[src/hdl/iirdf1_pkg.sv]
// iirdf1_pkg: widths, register indexes and shared types of the direct-form-I filter
// depends on nothing
package iirdf1_pkg;

	localparam int COEF_BITS        = 18;
	localparam int FRAC_BITS        = 14;
	localparam int ACC_BITS         = 48;
	localparam int NUM_REGS         = 7;
	localparam int REG_IDX_BITS     = 3;
	localparam int ADDR_BITS        = 5;
	localparam int APB_DATA_BITS    = 32;
	localparam int FILTER_ORDER_DEF = 3;
	localparam int SAMPLE_BITS_DEF  = 16;
	// highest b index and highest a index that have a coefficient register
	localparam int MAX_COEF_TAP     = 3;

	// register indexes
	localparam logic [REG_IDX_BITS-1:0] REG_B0 = 3'd0;
	localparam logic [REG_IDX_BITS-1:0] REG_B1 = 3'd1;
	localparam logic [REG_IDX_BITS-1:0] REG_B2 = 3'd2;
	localparam logic [REG_IDX_BITS-1:0] REG_B3 = 3'd3;
	localparam logic [REG_IDX_BITS-1:0] REG_A1 = 3'd4;
	localparam logic [REG_IDX_BITS-1:0] REG_A2 = 3'd5;
	localparam logic [REG_IDX_BITS-1:0] REG_A3 = 3'd6;

	localparam logic signed [COEF_BITS-1:0] B0_RESET = 18'sd16384;

	typedef logic signed [COEF_BITS-1:0] coef_t;

	// issue control from the sequencer to the shared mac
	typedef struct packed {
		logic valid;   // an operand pair is presented this cycle
		logic first;   // first tap of the sample: load instead of add
		logic sub;     // feedback tap: subtract the product
	} mac_ctrl_t;

endpackage

[src/hdl/iir_direct_form_one_core.sv]
// iir_direct_form_one_core: direct-form-I iir filter, one shared mac under a tap sequencer
// depends on iirdf1_pkg, iirdf1_regs, iirdf1_mac
//
//  channel   direction  handshake              payload
//  s_*       in         s_tvalid / s_tready    s_tdata: sample_in
//  m_*       out        m_tvalid / m_tready    m_tdata: sample_out
//  apb       in         psel, penable, pready  b0..b3, a1..a3 at 4*index
//
// a word goes through an accept step, one mac issue per tap, a drain step for the
// accumulator and a round and saturate step, in that order; the taps take turns
// on the single multiplier that serves every tap.
// s_tready is high only while the sequencer is idle; a finished word waits in the
// output register, and the round step holds while that register is still full.
// reset clears the coefficients to b0 = 1.0, the rest zero, and both histories to zero.
module iir_direct_form_one_core #(
	parameter int FILTER_ORDER = iirdf1_pkg::FILTER_ORDER_DEF,
	parameter int SAMPLE_BITS  = iirdf1_pkg::SAMPLE_BITS_DEF,
	localparam int TDATA_BITS  = ((SAMPLE_BITS + 7) / 8) * 8
) (
	input  logic                                 clk,
	input  logic                                 arst_n,
	// bits [SAMPLE_BITS-1:0] sample_in, rest unused
	input  logic [TDATA_BITS-1:0]                s_tdata,
	input  logic                                 s_tvalid,
	output logic                                 s_tready,
	// bits [SAMPLE_BITS-1:0] sample_out, rest zero
	output logic [TDATA_BITS-1:0]                m_tdata,
	output logic                                 m_tvalid,
	input  logic                                 m_tready,
	input  logic                                 psel,
	input  logic                                 penable,
	input  logic                                 pwrite,
	input  logic [iirdf1_pkg::ADDR_BITS-1:0]     paddr,
	input  logic [iirdf1_pkg::APB_DATA_BITS-1:0] pwdata,
	output logic [iirdf1_pkg::APB_DATA_BITS-1:0] prdata,
	output logic                                 pready
);
	import iirdf1_pkg::*;

	localparam int NUM_TAPS = 2 * FILTER_ORDER + 1;
	localparam int TAP_W    = $clog2(NUM_TAPS);
	localparam int RND_W    = ACC_BITS + 1 - FRAC_BITS;
	localparam logic signed [RND_W-1:0] SAT_MAX =
		RND_W'((64'sd1 <<< (SAMPLE_BITS - 1)) - 64'sd1);
	localparam logic signed [RND_W-1:0] SAT_MIN =
		RND_W'(-(64'sd1 <<< (SAMPLE_BITS - 1)));
	localparam logic signed [ACC_BITS:0] RND_HALF =
		(ACC_BITS + 1)'(64'sd1 <<< (FRAC_BITS - 1));

	typedef enum logic [1:0] {
		ST_IDLE,
		ST_RUN,
		ST_DRAIN,
		ST_ROUND
	} state_t;

	state_t                        state_q;
	logic [TAP_W-1:0]              tap_q;
	logic signed [SAMPLE_BITS-1:0] x_q;
	logic signed [SAMPLE_BITS-1:0] xh_q [FILTER_ORDER];
	logic signed [SAMPLE_BITS-1:0] yh_q [FILTER_ORDER];
	logic [SAMPLE_BITS-1:0]        out_q;
	logic                          out_valid_q;

	coef_t                         coef [NUM_REGS];
	mac_ctrl_t                     mac_ctrl;
	coef_t                         op_coef;
	logic signed [SAMPLE_BITS-1:0] op_sample;
	logic signed [ACC_BITS-1:0]    acc;
	logic signed [ACC_BITS:0]      acc_rnd;
	logic signed [RND_W-1:0]       rnd;
	logic signed [SAMPLE_BITS-1:0] y_sat;
	logic                          out_free;

	iirdf1_regs u_regs (
		.clk     (clk),
		.arst_n  (arst_n),
		.psel    (psel),
		.penable (penable),
		.pwrite  (pwrite),
		.paddr   (paddr),
		.pwdata  (pwdata),
		.prdata  (prdata),
		.pready  (pready),
		.coef    (coef)
	);

	iirdf1_mac #(
		.SAMPLE_BITS (SAMPLE_BITS)
	) u_mac (
		.clk    (clk),
		.arst_n (arst_n),
		.ctrl   (mac_ctrl),
		.coef   (op_coef),
		.sample (op_sample),
		.acc    (acc)
	);

	// issue control: taps 0..order are feed-forward, the rest feedback
	always_comb begin
		mac_ctrl.valid = (state_q == ST_RUN);
		mac_ctrl.first = (tap_q == '0);
		mac_ctrl.sub   = (tap_q > TAP_W'(FILTER_ORDER));
	end

	// operand select; feed-forward taps above b3 and feedback taps above a3 have no coefficient and use zero
	always_comb begin
		op_coef   = '0;
		op_sample = x_q;
		for (int i = 0; i < FILTER_ORDER; i++) begin
			if (tap_q == TAP_W'(i + 1)) begin
				op_sample = xh_q[i];
			end
			if (tap_q == TAP_W'(FILTER_ORDER + 1 + i)) begin
				op_sample = yh_q[i];
			end
		end
		for (int i = 0; i <= MAX_COEF_TAP; i++) begin
			if ((i <= FILTER_ORDER) && (tap_q == TAP_W'(i))) begin
				op_coef = coef[REG_B0 + REG_IDX_BITS'(i)];
			end
		end
		for (int i = 1; i <= MAX_COEF_TAP; i++) begin
			if ((i <= FILTER_ORDER) && (tap_q == TAP_W'(FILTER_ORDER + i))) begin
				op_coef = coef[REG_A1 + REG_IDX_BITS'(i - 1)];
			end
		end
	end

	// round half up, then saturate to the sample range
	assign acc_rnd = (ACC_BITS + 1)'(acc) + RND_HALF;
	assign rnd     = $signed(acc_rnd[ACC_BITS:FRAC_BITS]);

	always_comb begin
		if (rnd > SAT_MAX) begin
			y_sat = SAMPLE_BITS'(SAT_MAX);
		end else if (rnd < SAT_MIN) begin
			y_sat = SAMPLE_BITS'(SAT_MIN);
		end else begin
			y_sat = rnd[SAMPLE_BITS-1:0];
		end
	end

	assign out_free = !out_valid_q || m_tready;

	// sequencer, histories and output register
	always_ff @(posedge clk or negedge arst_n) begin
		if (!arst_n) begin
			state_q     <= ST_IDLE;
			tap_q       <= '0;
			out_valid_q <= 1'b0;
			for (int i = 0; i < FILTER_ORDER; i++) begin
				xh_q[i] <= '0;
				yh_q[i] <= '0;
			end
		end else begin
			// output word taken; a round step refilling the register sets valid itself
			if (out_valid_q && m_tready && (state_q != ST_ROUND)) begin
				out_valid_q <= 1'b0;
			end
			unique case (state_q)
				ST_IDLE: begin
					tap_q <= '0;
					if (s_tvalid) begin
						x_q     <= $signed(s_tdata[SAMPLE_BITS-1:0]);
						state_q <= ST_RUN;
					end
				end
				ST_RUN: begin
					if (tap_q == TAP_W'(NUM_TAPS - 1)) begin
						state_q <= ST_DRAIN;
					end else begin
						tap_q <= tap_q + 1'b1;
					end
				end
				ST_DRAIN: begin
					state_q <= ST_ROUND;
				end
				ST_ROUND: begin
					if (out_free) begin
						out_q       <= y_sat;
						out_valid_q <= 1'b1;
						xh_q[0]     <= x_q;
						yh_q[0]     <= y_sat;
						for (int i = 1; i < FILTER_ORDER; i++) begin
							xh_q[i] <= xh_q[i-1];
							yh_q[i] <= yh_q[i-1];
						end
						state_q <= ST_IDLE;
					end
				end
				default: state_q <= ST_IDLE;
			endcase
		end
	end

	assign s_tready = (state_q == ST_IDLE);
	assign m_tvalid = out_valid_q;
	assign m_tdata  = TDATA_BITS'(out_q);

endmodule

[src/hdl/iirdf1_regs.sv]
// iirdf1_regs: apb coefficient register file, seven signed q3.14 registers
// depends on iirdf1_pkg
module iirdf1_regs (
	input  logic                                   clk,
	input  logic                                   arst_n,
	input  logic                                   psel,
	input  logic                                   penable,
	input  logic                                   pwrite,
	input  logic [iirdf1_pkg::ADDR_BITS-1:0]       paddr,
	input  logic [iirdf1_pkg::APB_DATA_BITS-1:0]   pwdata,
	output logic [iirdf1_pkg::APB_DATA_BITS-1:0]   prdata,
	output logic                                   pready,
	output iirdf1_pkg::coef_t                      coef [iirdf1_pkg::NUM_REGS]
);
	import iirdf1_pkg::*;

	coef_t                   coef_q [NUM_REGS];
	logic [REG_IDX_BITS-1:0] idx;
	logic                    wr_en;

	assign idx    = paddr[ADDR_BITS-1:2];
	assign wr_en  = psel && penable && pwrite;
	assign pready = 1'b1;

	// register write, index seven and up is dropped
	always_ff @(posedge clk or negedge arst_n) begin
		if (!arst_n) begin
			for (int i = 0; i < NUM_REGS; i++) begin
				coef_q[i] <= '0;
			end
			coef_q[REG_B0] <= B0_RESET;
		end else if (wr_en && (idx < REG_IDX_BITS'(NUM_REGS))) begin
			coef_q[idx] <= coef_t'(pwdata[COEF_BITS-1:0]);
		end
	end

	// read back, sign extended
	always_comb begin
		prdata = '0;
		unique case (idx)
			REG_B0, REG_B1, REG_B2, REG_B3, REG_A1, REG_A2, REG_A3:
				prdata = APB_DATA_BITS'(coef_q[idx]);
			default: prdata = '0;
		endcase
	end

	assign coef = coef_q;

endmodule

[src/hdl/iirdf1_mac.sv]
// iirdf1_mac: shared multiply-accumulate unit, product register then 48-bit accumulator
// depends on iirdf1_pkg
module iirdf1_mac #(
	parameter int SAMPLE_BITS = iirdf1_pkg::SAMPLE_BITS_DEF
) (
	input  logic                                   clk,
	input  logic                                   arst_n,
	input  iirdf1_pkg::mac_ctrl_t                  ctrl,
	input  iirdf1_pkg::coef_t                      coef,
	input  logic signed [SAMPLE_BITS-1:0]          sample,
	output logic signed [iirdf1_pkg::ACC_BITS-1:0] acc
);
	import iirdf1_pkg::*;

	localparam int PROD_BITS = SAMPLE_BITS + COEF_BITS;

	logic signed [PROD_BITS-1:0] prod_s1;
	mac_ctrl_t                   ctrl_s1;
	logic signed [ACC_BITS-1:0]  prod_ext;
	logic signed [ACC_BITS-1:0]  addend;
	logic signed [ACC_BITS-1:0]  acc_q;

	// stage 1: product
	always_ff @(posedge clk or negedge arst_n) begin
		if (!arst_n) begin
			ctrl_s1 <= '0;
		end else begin
			ctrl_s1 <= ctrl;
		end
	end

	always_ff @(posedge clk) begin
		if (ctrl.valid) begin
			prod_s1 <= coef * sample;
		end
	end

	// product is sign extended, or truncated if wider, to the accumulator width
	assign prod_ext = ACC_BITS'(prod_s1);
	assign addend   = ctrl_s1.first ? '0 : acc_q;

	// stage 2: accumulate, modulo 2^48
	always_ff @(posedge clk) begin
		if (ctrl_s1.valid) begin
			acc_q <= ctrl_s1.sub ? (addend - prod_ext) : (addend + prod_ext);
		end
	end

	assign acc = acc_q;

endmodule

[config.mk]
export PLATFORM = sky130hd
export DESIGN_NAME = iir_direct_form_one_core
export DESIGN_NICKNAME = d
export VERILOG_FILES = /design/src/hdl/iirdf1_pkg.sv /design/src/hdl/iir_direct_form_one_core.sv /design/src/hdl/iirdf1_regs.sv /design/src/hdl/iirdf1_mac.sv
export SDC_FILE = /design/constraint.sdc
export NUM_CORES = 2
export LEC_CHECK = 0
export ABC_AREA = 1
export BUFFER_PORTS_ARGS = -buffer_cell sky130_fd_sc_hd__buf_2
export CAP_MARGIN = 10
export CORE_MARGIN = 5
export CORE_UTILIZATION = 35
export CTS_CLUSTER_DIAMETER = 150
export DETAILED_ROUTE_END_ITERATION = 10
export SLEW_MARGIN = 25
export SYNTH_ARGS = -nofsm -noshare
export SYNTH_HDL_FRONTEND = slang
export SYNTH_SLANG_ARGS = --single-unit
[constraint.sdc]
create_clock -name clk -period 13.8 [get_ports clk]
set_clock_uncertainty 0.05 [all_clocks]
set_input_delay 0.69 -clock clk [delete_from_list [all_inputs] [get_ports clk]]
set_output_delay 0.69 -clock clk [all_outputs]
set_load 0.005 [all_outputs]
==> impl_metrics.sql <==
INSERT INTO impl_metrics (metric_group, metric, value, unit) VALUES
('route', 'drt_pass1_iterations', '6', ''),
('final_layout', 'layoutNonFillerInstCount', '5201', ''),
('clock_network', 'ctsResizeCount', '0', ''),
('worst_setup_path', 'r2r-start', 'tap_q[0]', ''),
('sta', 'final.hold.worst_slack', '0.214', 'ns'),
('floorplan', 'dieHeight', '310', 'um'),
('sta', 'timing.final.crit_share', '66.2', '%'),
('global_route', 'groute.usage.overall', '19.6', '%'),
('sta', 'final.min_clock_period', '9.13', 'ns'),
('clock_network', 'cts_root_buf', 'sky130_fd_sc_hd__clkbuf_16', ''),
('yosys', 'synth-seq-cells', '345', ''),
('worst_setup_path', 'setup.worst_path.class', 'reg -> reg', ''),
('min_path', 'min_delay_worst_endpoint', 'x_q[12]', ''),
('worst_setup_path', 'regToRegSetupSlack', '4.67', 'ns'),
('yosys', 'synth_enable_flop_cells', '114', ''),
('clock_network', 'clock_tree.buffer_depth', '3', ''),
('final_layout', 'layout.nets', '4489', ''),
('yosys', 'synth.yosys.warnings', '0', ''),
('worst_setup_path', 'reg2regPathDepth', '29', ''),
('clock_network', 'inserted_clock_buffers', '41', ''),
('worst_setup_path', 'worst_path_dominant_cell_family', 'adder cells', ''),
('floorplan', 'floorplan.core_area', '0.0897', 'sq mm'),
('clock_network', 'insertion_delay_of_the_later_clocked_pin_in_the_worst_skew_pair', '0.60', 'ns'),
('route', 'drt_first_iter_violations', '2104', ''),
('min_path', 'min_delay_path_depth', '1', ''),
('worst_setup_path', 'cp_max_fo', '34', ''),
('placement', 'post-place-cells', '5126', ''),
('worst_setup_path', 'critical_path_required', '14.13', 'ns'),
('route', 'antenna_left', '0', ''),
('final_layout', 'antennaDiodeCount', '0', ''),
('clock_network', 'cts_tree', 'done', ''),
('placement', 'detailedPlacementHpwl', '69200', 'um'),
('worst_setup_path', 'critical_path.startpoint_type', 'flip-flop', ''),
('sta', 'fmaxAchievable', '0.110', 'GHz'),
('run_status', 'result_of_the_run', 'completed', ''),
('sta', 'worst_slew_pin_slew', '1.12', 'ns'),
('floorplan', 'floorplan.initialDensity', '35.1', '%'),
('min_path', 'worst_hold_startpoint', 's_tdata[12]', ''),
('clock_network', 'cts_setup_buffers', '0', ''),
('sta', 'final-setup-viol-count', '0', ''),
('route', 'drt_wl_total', '92700', 'um'),
('final_layout', 'syn_to_final_growth', '9.27', '%'),
('placement', 'worst_case_setup_slack_after_placement', '4.75', 'ns'),
('global_route', 'first_pass_grt_wire_length', '149000', 'um'),
('worst_setup_path', 'worst-path-buf-inv', '9', ''),
('floorplan', 'placementRows', '110', ''),
('final_layout', 'final_layout_size_suffix_gt1_share', '7.01', '%'),
('yosys', 'post_synth.cell_area_avg', '7.96', 'sq um'),
('global_route', 'maximum_number_of_pins_on_one_net_before_global_route_repair', '97', ''),
('route', 'drc', '0', ''),
('yosys', 'yosysSeqAreaShare', '29.2', '%'),
('placement', 'gp_congestion', '0.893', ''),
('global_route', 'antenna_found_initial', '0', ''),
('worst_setup_path', 'slowest_delay', '0.95', 'ns'),
('placement', 'placement.io_buffers', '93', ''),
('clock_network', 'cts.reportedPaths.clkPinSlew', '0.06', 'ns'),
('yosys', 'synth.cell_area', '0.0315', 'sq mm'),
('sta', 'rsz_0062_raised_after_global_routing', 'false', ''),
('min_path', 'min_path_type', 'in -> reg', ''),
('sta', 'setup_slack', '4.67', 'ns'),
('final_layout', 'area_of_all_sequential_standard_cells', '0.00921', 'sq mm'),
('floorplan', 'die-width', '310', 'um'),
('global_route', 'first_global_vias', '26800', ''),
('worst_setup_path', 'rr_endpoint', 'u_mac.prod_s1[32]', ''),
('worst_setup_path', 'worst_ep_arrival_time', '9.46', 'ns'),
('final_layout', 'final.fill_count', '9362', ''),
('final_layout', 'multi_input_area', '0.0189', 'sq mm'),
('clock_network', 'hold_buffers', '1', ''),
('floorplan', 'die_footprint', '0.0961', 'sq mm'),
('route', 'vias_per_cell', '5.05', ''),
('yosys', 'syn-num-nets', '4452', '');
==> worst reg2reg max path: cells and delay by family, from the launching register on <==
family	cells	cell delay (ns)
AOI/OAI and AO/OA	5	1.07
xor gates and xnor gates	1	0.26
adders and majority gates	8	4.18
buffers and inverters	9	1.57
DFF	1	0.40
and+or+nand+nor	6	1.39
==> worst max path at each step <==
stage,startpoint,end,cells after the start
floorplan,tap_q[0],u_mac.prod_s1[33],28
global placement,tap_q[0],u_mac.prod_s1[33],29
detailed placement,tap_q[0],u_mac.prod_s1[33],29
CTS,tap_q[0],u_mac.prod_s1[33],29
global route,tap_q[0],u_mac.prod_s1[32],29
finish,tap_q[0],u_mac.prod_s1[32],29
==> layout by cell type (no fill, tap or decap), types with 9 or more instances in the layout <==
cell type	Yosys	routed
sky130_fd_sc_hd__edfxtp_1	114	114
sky130_fd_sc_hd__xnor2_1	34	34
sky130_fd_sc_hd__o221ai_1	27	27
sky130_fd_sc_hd__o211ai_1	60	60
sky130_fd_sc_hd__ha_1	144	143
sky130_fd_sc_hd__o21ai_0	319	319
sky130_fd_sc_hd__o22ai_1	27	27
sky130_fd_sc_hd__dfrtp_1	230	229
sky130_fd_sc_hd__inv_2	18	17
sky130_fd_sc_hd__a211oi_1	10	10
sky130_fd_sc_hd__nand3_1	67	67
sky130_fd_sc_hd__buf_2	26	92
sky130_fd_sc_hd__nand2_2	28	28
sky130_fd_sc_hd__o21a_1	19	19
sky130_fd_sc_hd__nand2_1	852	851
sky130_fd_sc_hd__clkbuf_1	75	17
sky130_fd_sc_hd__a21o_1	11	11
sky130_fd_sc_hd__nor2_4	8	11
sky130_fd_sc_hd__nand4_1	17	17
sky130_fd_sc_hd__clkinv_1	9	10
sky130_fd_sc_hd__a22oi_2	9	9
sky130_fd_sc_hd__a21oi_1	179	179
sky130_fd_sc_hd__nor3_1	18	17
sky130_fd_sc_hd__buf_4	19	32
sky130_fd_sc_hd__nor2_1	419	416
sky130_fd_sc_hd__fa_1	291	291
sky130_fd_sc_hd__a31oi_1	21	21
sky130_fd_sc_hd__clkbuf_16	0	42
sky130_fd_sc_hd__inv_1	724	723
sky130_fd_sc_hd__xor2_1	98	98
==> registers in the layout, summed over array words and instances (netlist names) <==
name and flops:
xh_q 48, yh_q 48, x_q 16, m_tvalid 1, u_mac.acc 48, state_q 2, u_mac.ctrl_s1 3, u_mac.prod_s1 34
m_tdata 16, u_regs.coef 126, tap_q 3
==> stage by stage <==
| step | cell area (sq um) | util [%] |
|---|---|---|
| global placement | 33100 | 36.9 |
| global route | 34400 | 38.4 |
| detailed placement | 33100 | 36.9 |
| finish | 34400 | 38.4 |
| floorplan | 31500 | - |
| CTS | 34400 | 38.4 |
==> routing by layer <==
metal,wire (um),GRT usage [%]
met1,40700,27.1
met2,42000,31.6
met3,6640,3.23
met4,3320,6.35
met5,0,0
==> logic make-up after synthesis <==
kind of cell / share of synthesized area [%]
AND/OR/NAND/NOR: 18.5
buffers and inverters: 11.1
AO/OA/AOI/OAI: 13.4
adder cells (fa/ha/maj): 24.2
flip-flops: 29.2
XOR/XNOR: 3.67
other: 0.0119
==> Yosys cell counts (all sizes together) (17+ instances only) <==
cell,n,area share (%)
nand2,882,11
inv,742,8.8
nor2,435,5.4
o21ai,323,5.2
fa,291,18
dfrtp,230,18
a21oi,179,2.8
ha,144,5.7
edfxtp,114,11
xor2,98,2.7
clkbuf,75,0.89
nand3,69,1.1
o211ai,60,1.4
buf,58,1.2
xnor2,34,0.95
o221ai,27,0.75
o22ai,27,0.54
a31oi,21,0.42
nor3,19,0.32
o21a,19,0.45
nand4,17,0.34
==> area by class of cell <==
type	count	share of cell area [%]
multi-input combinational	2728	54.8
sequential	345	26.8
inverter	751	8.19
tap	1176	4.27
clock buffer	65	3.48
timing repair buffer	127	2.14
clock inverter	9	0.393
Power is left out: the tool's default activity adds up to more than one toggle a clock period on the data nets, which glitch-free logic cannot reach.
